==> src/separable_switch_allocator_macros.svh <==
// Assertion helpers shared by the allocator's RTL.
`ifndef SEPARABLE_SWITCH_ALLOCATOR_MACROS_SVH
`define SEPARABLE_SWITCH_ALLOCATOR_MACROS_SVH

// Same-cycle implication, checked once reset is released.
`define SSA_ASSERT_NOW(label, ante, cons) \
  label: assert property (@(posedge clk) disable iff (!rst_n) (ante) |-> (cons)) \
    else $error("allocator check failed");

// Next-cycle implication, checked once reset is released.
`define SSA_ASSERT_NEXT(label, ante, cons) \
  label: assert property (@(posedge clk) disable iff (!rst_n) (ante) |=> (cons)) \
    else $error("allocator check failed");

`endif

==> src/ssa_pkg.sv <==
package ssa_pkg;

  // Router geometry.
  localparam int NUM_PORTS = 5;
  localparam int NUM_VCS   = 4;
  localparam int PORT_W    = 3;
  localparam int VC_W      = 2;

  localparam int ELIG_W    = NUM_PORTS * NUM_VCS;
  localparam int TARGET_W  = ELIG_W * PORT_W;

  // One request beat: eligibility and target port of every input VC.
  typedef struct packed {
    logic [ELIG_W-1:0]   vc_eligible;
    logic [TARGET_W-1:0] vc_target_ports;
  } in_beat_t;

  // One grant beat: per output port, valid, winning input port and VC.
  typedef struct packed {
    logic [NUM_PORTS-1:0]        grant_valid;
    logic [NUM_PORTS*PORT_W-1:0] grant_inports;
    logic [NUM_PORTS*VC_W-1:0]   grant_vcs;
  } out_beat_t;

endpackage

==> src/ssa_rr_arb.sv <==
// Round-robin picker: grants the first request at or after the pointer.
module ssa_rr_arb #(
  parameter int N  = 4,
  parameter int IW = (N > 1) ? $clog2(N) : 1
) (
  input  logic [N-1:0]  req,
  input  logic [IW-1:0] ptr,
  output logic          gnt,
  output logic [IW-1:0] idx
);

  // Walk the requests from the pointer on, wrapping at N.
  always_comb begin : scan
    logic [IW:0] pos;
    gnt = 1'b0;
    idx = '0;
    pos = '0;
    for (int k = 0; k < N; k++) begin
      pos = {1'b0, ptr} + (IW + 1)'(k);
      if (pos >= (IW + 1)'(N)) begin
        pos = pos - (IW + 1)'(N);
      end
      if (!gnt && req[pos[IW-1:0]]) begin
        gnt = 1'b1;
        idx = pos[IW-1:0];
      end
    end
  end

endmodule

==> src/separable_switch_allocator.sv <==
// Separable input-first round-robin switch allocator.
// Input channel (in_valid / in_stall / in_data): one request beat per
// allocation, carrying the eligible bit and target output port of every
// input VC. Result channel (out_valid / out_stall / out_data): one grant beat
// per request beat, giving per output port a valid bit, the winning input
// port and its VC; slots of ungranted outputs are zero.
// A request beat is held in the input register and its grant beat in the
// output register. Throughput is one beat per cycle while out_stall is low:
// the whole allocation, both arbitration stages and the pointer update, is
// done combinationally between the input register and the output register,
// and the round-robin pointers are read there and updated as the beat advances.
// Reset clears the valid bits of both beat registers and zeroes every VC
// and port pointer. When the receiver stalls, the grant beat holds in the
// output register; one more request beat is taken into the input register,
// and after that in_stall is raised until the output register frees up.
module separable_switch_allocator (
  input  logic              clk,
  input  logic              rst_n,
  input  logic              in_valid,
  output logic              in_stall,
  input  ssa_pkg::in_beat_t in_data,
  output logic              out_valid,
  input  logic              out_stall,
  output ssa_pkg::out_beat_t out_data
);

`include "separable_switch_allocator_macros.svh"

  localparam int NP = ssa_pkg::NUM_PORTS;
  localparam int NV = ssa_pkg::NUM_VCS;
  localparam int PW = ssa_pkg::PORT_W;
  localparam int VW = ssa_pkg::VC_W;

  ssa_pkg::in_beat_t  s1_data_r;
  logic               s1_valid_r;
  ssa_pkg::out_beat_t out_data_r, out_data_nxt;
  logic               out_valid_r;

  logic [NP-1:0][VW-1:0] vc_ptr_r, vc_ptr_nxt;
  logic [NP-1:0][PW-1:0] port_ptr_r, port_ptr_nxt;

  logic out_free;
  logic advance;

  // Handshake: the output register frees when empty or being taken.
  assign out_free  = !out_valid_r || !out_stall;
  assign advance   = s1_valid_r && out_free;
  assign in_stall  = s1_valid_r && !out_free;
  assign out_valid = out_valid_r;
  assign out_data  = out_data_r;

  // Unpacked views of the request beat.
  logic [NP-1:0][NV-1:0]         elig;
  logic [NP-1:0][NV-1:0][PW-1:0] tgt;

  assign elig = s1_data_r.vc_eligible;
  assign tgt  = s1_data_r.vc_target_ports;

  // Stage one: each input port picks one eligible VC.
  logic [NP-1:0]         has_req;
  logic [NP-1:0][VW-1:0] req_vc;
  logic [NP-1:0][PW-1:0] req_port;

  for (genvar p = 0; p < NP; p++) begin : g_in
    ssa_rr_arb #(.N(NV), .IW(VW)) u_vc_arb (
      .req (elig[p]),
      .ptr (vc_ptr_r[p]),
      .gnt (has_req[p]),
      .idx (req_vc[p])
    );
    assign req_port[p] = tgt[p][req_vc[p]];
  end

  // Stage two: each output port picks one requesting input port.
  logic [NP-1:0]         out_gnt;
  logic [NP-1:0][PW-1:0] out_idx;
  logic [NP-1:0][NP-1:0] out_req;

  for (genvar o = 0; o < NP; o++) begin : g_out
    for (genvar i = 0; i < NP; i++) begin : g_req
      assign out_req[o][i] = has_req[i] && (req_port[i] == PW'(o));
    end
    ssa_rr_arb #(.N(NP), .IW(PW)) u_port_arb (
      .req (out_req[o]),
      .ptr (port_ptr_r[o]),
      .gnt (out_gnt[o]),
      .idx (out_idx[o])
    );
  end

  // Grant beat and pointer updates.
  logic [NP-1:0][PW-1:0] gnt_in_nxt;
  logic [NP-1:0][VW-1:0] gnt_vc_nxt;
  logic [NP-1:0]         in_won;

  always_comb begin
    in_won       = '0;
    gnt_in_nxt   = '0;
    gnt_vc_nxt   = '0;
    port_ptr_nxt = port_ptr_r;
    vc_ptr_nxt   = vc_ptr_r;
    for (int o = 0; o < NP; o++) begin
      if (out_gnt[o]) begin
        gnt_in_nxt[o] = out_idx[o];
        gnt_vc_nxt[o] = req_vc[out_idx[o]];
        in_won[out_idx[o]] = 1'b1;
        if (out_idx[o] == PW'(NP - 1)) begin
          port_ptr_nxt[o] = '0;
        end else begin
          port_ptr_nxt[o] = out_idx[o] + PW'(1);
        end
      end
    end
    for (int p = 0; p < NP; p++) begin
      if (in_won[p]) begin
        if (req_vc[p] == VW'(NV - 1)) begin
          vc_ptr_nxt[p] = '0;
        end else begin
          vc_ptr_nxt[p] = req_vc[p] + VW'(1);
        end
      end
    end
    out_data_nxt.grant_valid   = out_gnt;
    out_data_nxt.grant_inports = gnt_in_nxt;
    out_data_nxt.grant_vcs     = gnt_vc_nxt;
  end

  // Control registers and pointers.
  always_ff @(posedge clk) begin
    if (!rst_n) begin
      s1_valid_r  <= 1'b0;
      out_valid_r <= 1'b0;
      vc_ptr_r    <= '0;
      port_ptr_r  <= '0;
    end else begin
      if (!in_stall) begin
        s1_valid_r <= in_valid;
      end
      if (out_free) begin
        out_valid_r <= s1_valid_r;
      end
      if (advance) begin
        vc_ptr_r   <= vc_ptr_nxt;
        port_ptr_r <= port_ptr_nxt;
      end
    end
  end

  // Payload registers.
  always_ff @(posedge clk) begin
    if (!in_stall) begin
      s1_data_r <= in_data;
    end
    if (advance) begin
      out_data_r <= out_data_nxt;
    end
  end

  // Checks: no input port is granted by two outputs; port pointers stay in range.
  logic [NP-1:0][PW-1:0] held_in;
  logic                  dup_grant;
  logic                  ptr_bad;

  assign held_in = out_data_r.grant_inports;

  always_comb begin
    dup_grant = 1'b0;
    ptr_bad   = 1'b0;
    for (int a = 0; a < NP; a++) begin
      if (port_ptr_r[a] >= PW'(NP)) begin
        ptr_bad = 1'b1;
      end
      for (int b = a + 1; b < NP; b++) begin
        if (out_data_r.grant_valid[a] && out_data_r.grant_valid[b] &&
            held_in[a] == held_in[b]) begin
          dup_grant = 1'b1;
        end
      end
    end
  end

  `SSA_ASSERT_NOW(a_one_grant_per_input, out_valid_r, !dup_grant)
  `SSA_ASSERT_NOW(a_port_ptr_range, 1'b1, !ptr_bad)
  `SSA_ASSERT_NEXT(a_ptr_hold, !advance, $stable(vc_ptr_r) && $stable(port_ptr_r))
  `SSA_ASSERT_NEXT(a_advance_fills_out, advance, out_valid_r)

endmodule

==> config.mk <==
export PLATFORM = sky130hd
export DESIGN_NAME = separable_switch_allocator
export DESIGN_NICKNAME = d
export VERILOG_FILES = /design/src/ssa_pkg.sv /design/src/ssa_rr_arb.sv /design/src/separable_switch_allocator.sv
export VERILOG_INCLUDE_DIRS = /design/src /design/src/src
export SDC_FILE = /design/constraint.sdc
export NUM_CORES = 1
export LEC_CHECK = 0
export ABC_CLOCK_PERIOD_IN_PS = 4620
export CORE_MARGIN = 2
export CORE_UTILIZATION = 55
export DETAILED_ROUTE_END_ITERATION = 6
export DONT_BUFFER_PORTS = 1
export PLACE_DENSITY_LB_ADDON = 0.12
export SLEW_MARGIN = 20
export SYNTH_ARGS = -nofsm -noshare
export SYNTH_HDL_FRONTEND = slang
export SYNTH_HIERARCHICAL = 1
export SYNTH_SLANG_ARGS = --single-unit
==> constraint.sdc <==
create_clock -name clk -period 4.62 [get_ports clk]
set_input_delay 0.924 -clock clk [delete_from_list [all_inputs] [get_ports clk]]
set_output_delay 0.924 -clock clk [all_outputs]
set_load 0.01 [all_outputs]
* Yosys cells after proc, flatten, opt, wreduce, memory -nomap -nowiden
Index checks and enable logic that the tools add are counted.
Word-level totals: register bits 137, input bits 84
Operators by class: add/sub/neg operators 90, $lt $le $gt $ge 105, equality and inequality tests 30, multiplexer cells 270, bitwise operators 4, reduce and logical (&&, ||, !) cells 121
Operators by type and width (number):
- 3-bit 2-to-1 mux | 60
- 3-bit by 4-bit < comparator with 1-bit output (second input constant) | 30
- 2-bit 2-to-1 mux | 50
- 1-bit 2-to-1 mux | 95
- 4-bit by 3-bit >= comparator with 1-bit output (second input constant) | 20
- 1-bit binary-select mux with 3-bit select | 25
- 2-bit by 3-bit < comparator with 1-bit output (second input constant) | 25
- 3-bit subtractor (second input constant) | 25
- 1-bit logical AND | 67
- 3-bit >= comparator (second input constant) | 20
- 3-bit by 2-bit adder with 4-bit output (second input constant) | 10
- 1-bit binary-select mux with 2-bit select | 20
- 2-bit by 1-bit subtractor with 2-bit output (second input constant) | 20
- 1-bit logical NOT | 38
- 2-bit by 2-bit adder with 3-bit output (second input constant) | 10
- 2-bit binary-select mux with 3-bit select | 5
- 3-bit binary-select mux with 2-bit select | 5
- 3-bit by 2-bit equality test with 1-bit output (second input constant) | 10
- 3-bit equality test (second input constant) | 10
- 5-bit 2-to-1 mux | 5
- 3-bit by 1-bit adder with 4-bit output (second input constant) | 5
- 3-bit by 3-bit adder with 4-bit output (second input constant) | 5
- 5-bit bitwise OR | 4
- 2-bit AND reduction | 10
- 10 further kinds | 46

* Logic depth before layout (Yosys ltp)
depth after elaboration 47, depth in mapped cells 20

* Hierarchy
Netlist, hierarchy kept.
By module, submodules not included:
- separable_switch_allocator | times used 1, cells an instance 476, area an instance 6423.7 sq um, sequential area each 3843.7 sq um
- ssa_rr_arb at g_out[0].u_port_arb ... | times used 5, cells an instance 135, area an instance 1094.8 sq um, sequential area each 0.0 sq um
- ssa_rr_arb at g_in[0].u_vc_arb ... | times used 5, cells an instance 15, area an instance 77.6 sq um, sequential area each 0.0 sq um

* Least setup slack after synthesis
No wires, ideal clock.
kind register to register, start point register s1_data_r, in the netlist elig[5], end point register out_data_r, in the netlist out_data[1] (data pin), setup time 0.256 ns, data arrival time 4.538 ns, data required time 4.364 ns, setup slack -0.175 ns, stages on the path, launching flop included 18, period minus slack after synthesis 4.795 ns, cell sequence edfxtp_1 inv_1 a221o_1 a21oi_1 buf_6 mux4_2 nor4b_1 inv_1 or3_4 a211oi_4 or2_1 a211oi_1 nor4_2 buf_2 mux4_2 nor2b_1 a31oi_1 nor2b_1
RTL lines:
- from (decl) | RTL line separable_switch_allocator.sv:34 | ssa_pkg::in_beat_t s1_data_r;
- from (signal assigned) | RTL line separable_switch_allocator.sv:152 | s1_data_r <= in_data;
- to (signal assigned) | RTL line separable_switch_allocator.sv:155 | out_data_r <= out_data_nxt;
- to (decl) | RTL line separable_switch_allocator.sv:36 | ssa_pkg::out_beat_t out_data_r, out_data_nxt;

==> reports/metrics.json <==
{
  "cp_common_cell": {"value": "buf_6"},
  "clk_root_buffer_cell": {"value": "clkbuf_16"},
  "netlist_top_cells_count": {"value": "edfxtp_1, nor2_1, nand2_1"},
  "grt_overflow_total": {"value": 0},
  "syn_avg_cell_area": {"value": 10.02, "unit": "um2"},
  "syn-cell-area": {"value": 0.01229, "unit": "mm2"},
  "worstPathMaxFanout": {"value": 7},
  "leakagePower": {"value": 0.006369, "unit": "uW"},
  "syn_inst": {"value": 1226},
  "critical_path.max_stage_delay": {"value": 540, "unit": "ps"},
  "area_contributors_post_synth": {"value": "edfxtp_1, ha_1, dfxtp_1, mux2i_1, mux4_2"},
  "route.vias.total": {"value": 11042},
  "yosysMostFrequentCell": {"value": "edfxtp_1"},
  "post-route-min-period": {"value": 5015, "unit": "ps"},
  "path_class": {"value": "reg2reg"},
  "post_synth_num_cell_types": {"value": 86},
  "postSynthNetCount": {"value": 1370},
  "timing.critical_path.arrival": {"value": 5300, "unit": "ps"},
  "drt_pre_antenna_iters": {"value": 5},
  "final_util": {"value": 72.77, "unit": "%"},
  "port_buffers": {"value": 0},
  "routed_wl": {"value": 36440, "unit": "um"},
  "initial_utilization": {"value": 56.12, "unit": "%"},
  "grtUsageTotal": {"value": 30.21, "unit": "%"},
  "timing.final.crit_share": {"value": 108.5, "unit": "%"},
  "worst_slew_pin_slew": {"value": 1009, "unit": "ps"},
  "postLayoutSetupSlackWorst": {"value": -394.9, "unit": "ps"},
  "critical_path_buf_inv_count": {"value": 6},
  "antenna_found_initial": {"value": 0},
  "htree_levels": {"value": 4},
  "violations": {"value": "setup timing"},
  "area.growth.synth_to_final": {"value": 29.67, "unit": "%"},
  "remaining_drc_errors": {"value": 0},
  "yosysTopAreaCellShare": {"value": 26.89, "unit": "%"},
  "synth-seq-cells": {"value": 137},
  "final-max-slew-violation-count": {"value": 0},
  "synth-seq-area-share": {"value": 31.29, "unit": "%"},
  "vias_per_cell": {"value": 6.228},
  "grt_max_degree": {"value": 81},
  "hold_path_depth": {"value": 2},
  "cts-buffers-inserted": {"value": 17},
  "synth_top_flop_cell": {"value": "edfxtp_1"},
  "achievable-frequency": {"value": 199.4, "unit": "MHz"},
  "nNetsFinal": {"value": 1624},
  "grt_pass1_wl": {"value": 56880, "unit": "um"},
  "rsz_0062_raised_after_global_routing": {"value": "yes"},
  "pwr_density_cell": {"value": 619.9, "unit": "mW/mm2"},
  "cts_hold_buf": {"value": 0},
  "finalSetupViolCount": {"value": 31},
  "setup.worst_path.start_class": {"value": "register"},
  "run_status": {"value": "finished, violations left"},
  "finalWeightedCongestion": {"value": 0.9856},
  "detailedRoute.firstIterationViolations": {"value": 823},
  "drtAntennaViolNets": {"value": 0},
  "timing.critical_path.slowest_stage_cell": {"value": "mux4_2"},
  "worst-path-stages": {"value": 20},
  "async_reset_ff_share": {"value": 0, "unit": "%"},
  "post_route_cells_drive_above_1_share": {"value": 39.45, "unit": "%"},
  "pre_cts_ws": {"value": -483.5, "unit": "ps"},
  "clk_slew_on_worst_s_h_paths": {"value": 70, "unit": "ps"},
  "cp.required": {"value": 4910, "unit": "ps"},
  "netlist.top_cell.by_area": {"value": "edfxtp_1"},
  "wl_per_cell": {"value": 20.55, "unit": "um"},
  "worstSkewPairLatency": {"value": 440, "unit": "ps"},
  "synth_enable_flop_cells": {"value": 110},
  "die_h": {"value": 153.5, "unit": "um"},
  "peak_vdd_ir": {"value": 333.2, "unit": "uV"},
  "die_w": {"value": 153.5, "unit": "um"},
  "synth_warnings": {"value": 6},
  "totalNegativeSetupSlack": {"value": -7238, "unit": "ps"},
  "rr_worst_depth": {"value": 20},
  "dpl.hpwl": {"value": 26460, "unit": "um"},
  "die_area": {"value": 0.02355, "unit": "mm2"},
  "critical_path.cell_chain": {"value": "a221o_1 > a21oi_2 > buf_6 > mux4_2 > buf_6 > nor4b_4 > buf_4 > mux2i_1 > a211oi_1 > a22o_1 > buf_6 > nor4_2 > a2111oi_2 > nor4_4 > buf_6 > buf_4 > and4bb_2 > nor4_4 > mux2i_1 > o211ai_1"},
  "slew_headroom": {"value": 32.76, "unit": "%"},
  "clk_path_buf_depth": {"value": 2},
  "timing.hold.worst.class": {"value": "reg2reg"},
  "placedCellCount": {"value": 1702},
  "cts_tree": {"value": "yes"},
  "critPathCaptureType": {"value": "register"},
  "first_global_vias": {"value": 10724},
  "finish.cell_count_without_fillers": {"value": 1773},
  "worst_path_dominant_cell_family": {"value": "compound AO/OA/AOI/OAI gates"},
  "cts.sinks": {"value": 137},
  "design.portCount": {"value": 116},
  "finalClockSkew": {"value": 19.72, "unit": "ps"},
  "hold_slack": {"value": 565.4, "unit": "ps"},
  "rows": {"value": 54},
  "insertedDiodeCount": {"value": 0},
  "finalHoldViolCount": {"value": 0},
  "maxCapViolations": {"value": 0},
  "core_area": {"value": 0.02189, "unit": "mm2"}
}
-- where the power goes --
part           switching [uW]  internal (uW)
registers                 180           1610
clock network             606            777
logic                    3370           3330
total                    4160           5720
-- final timing paths --
| path | startpoint | endpoint | slack [ps] |
|---|---|---|---|
| max | elig[2]$_DFFE_PN_ | vc_ptr_r[2]$_SDFFE_PN0P_ | -390 |
| min | s1_valid_r$_SDFFE_PN0N_ | out_valid$_SDFFE_PN0N_ | 570 |
| min reg2reg | s1_valid_r$_SDFFE_PN0N_ | out_valid$_SDFFE_PN0N_ | 570 |
| max reg2reg | elig[2]$_DFFE_PN_ | vc_ptr_r[2]$_SDFFE_PN0P_ | -390 |
-- cells in the final DEF, fill, tap and decap left out, types with 11 or more instances in the layout --
cell       count
a21oi_1       50
mux2i_1       47
and2_1        14
dfxtp_1       27
ha_1          47
o21a_1        11
a211oi_1      16
a22oi_1       11
clkbuf_16     17
nor2b_1       15
o21ai_0       45
buf_4        268
or2_1         11
xnor2_1       35
edfxtp_1     110
buf_6         29
nand2b_1      14
mux4_2        19
inv_1         59
and4_1        15
nand2_1       66
nor4b_4       13
a21oi_2       28
nor2_1        65
nand4_1       23
nand3_1       20
nor3_1        30
inv_2         19
-- final cells by class --
class,count,area [um2]
multi-input cells,934,8402
fillers,1587,5961
flip-flops and latches,137,3844
repair buffers,299,2379
clock buffers,18,439.2
inverters,91,365.4
well taps,280,350.3
clock inverters,14,151.4
-- metrics by stage --
step / total power, uW / area (um2)
6_report: 9875 / 15930
5_1_grt: 10410 / 15930
4_1_cts: 9136 / 15350
3_5_place_dp: 7254 / 14260
3_3_place_gp: 7174 / 14260
2_1_floorplan: 5314 / 12350
-- state kept, by name, indices dropped and copies added, names as in the netlist --
| register | flops |
|---|---|
| tgt | 60 |
| elig | 20 |
| held_in | 15 |
| out_data | 15 |
| port_ptr_r | 15 |
| vc_ptr_r | 10 |
| out_valid | 1 |
| s1_valid_r | 1 |
-- tightest hold or removal path, cell delays in order, from the launching register on --
cell	delay (ps)
dfxtp_1	390
a21oi_1	60
nor2_1	70
-- kinds of logic after synthesis --
family,count (synthesis),share of synthesized area (%)
buf+inv,155,6.375
mux,86,9.207
fa+ha+maj,60,6.416
flops,137,31.29
xor+xnor,35,2.495
simple gates,445,24.89
compound gates,308,19.33
-- metal layers --
layer,wire length (um),up-vias,global-route usage [%]
met5,0,-,0
met4,1289,0,11.58
met3,2072,70,5.472
met2,17530,412,50.06
met1,15550,5334,39.50
li1,-,5226,-
-- repair_timing --
action	CTS	global route
gates resized for setup	76	102
buffers inserted	25	18
pin swaps	41	27
setup endpoints to repair	35	45
Power figures use the tool's default switching activity.
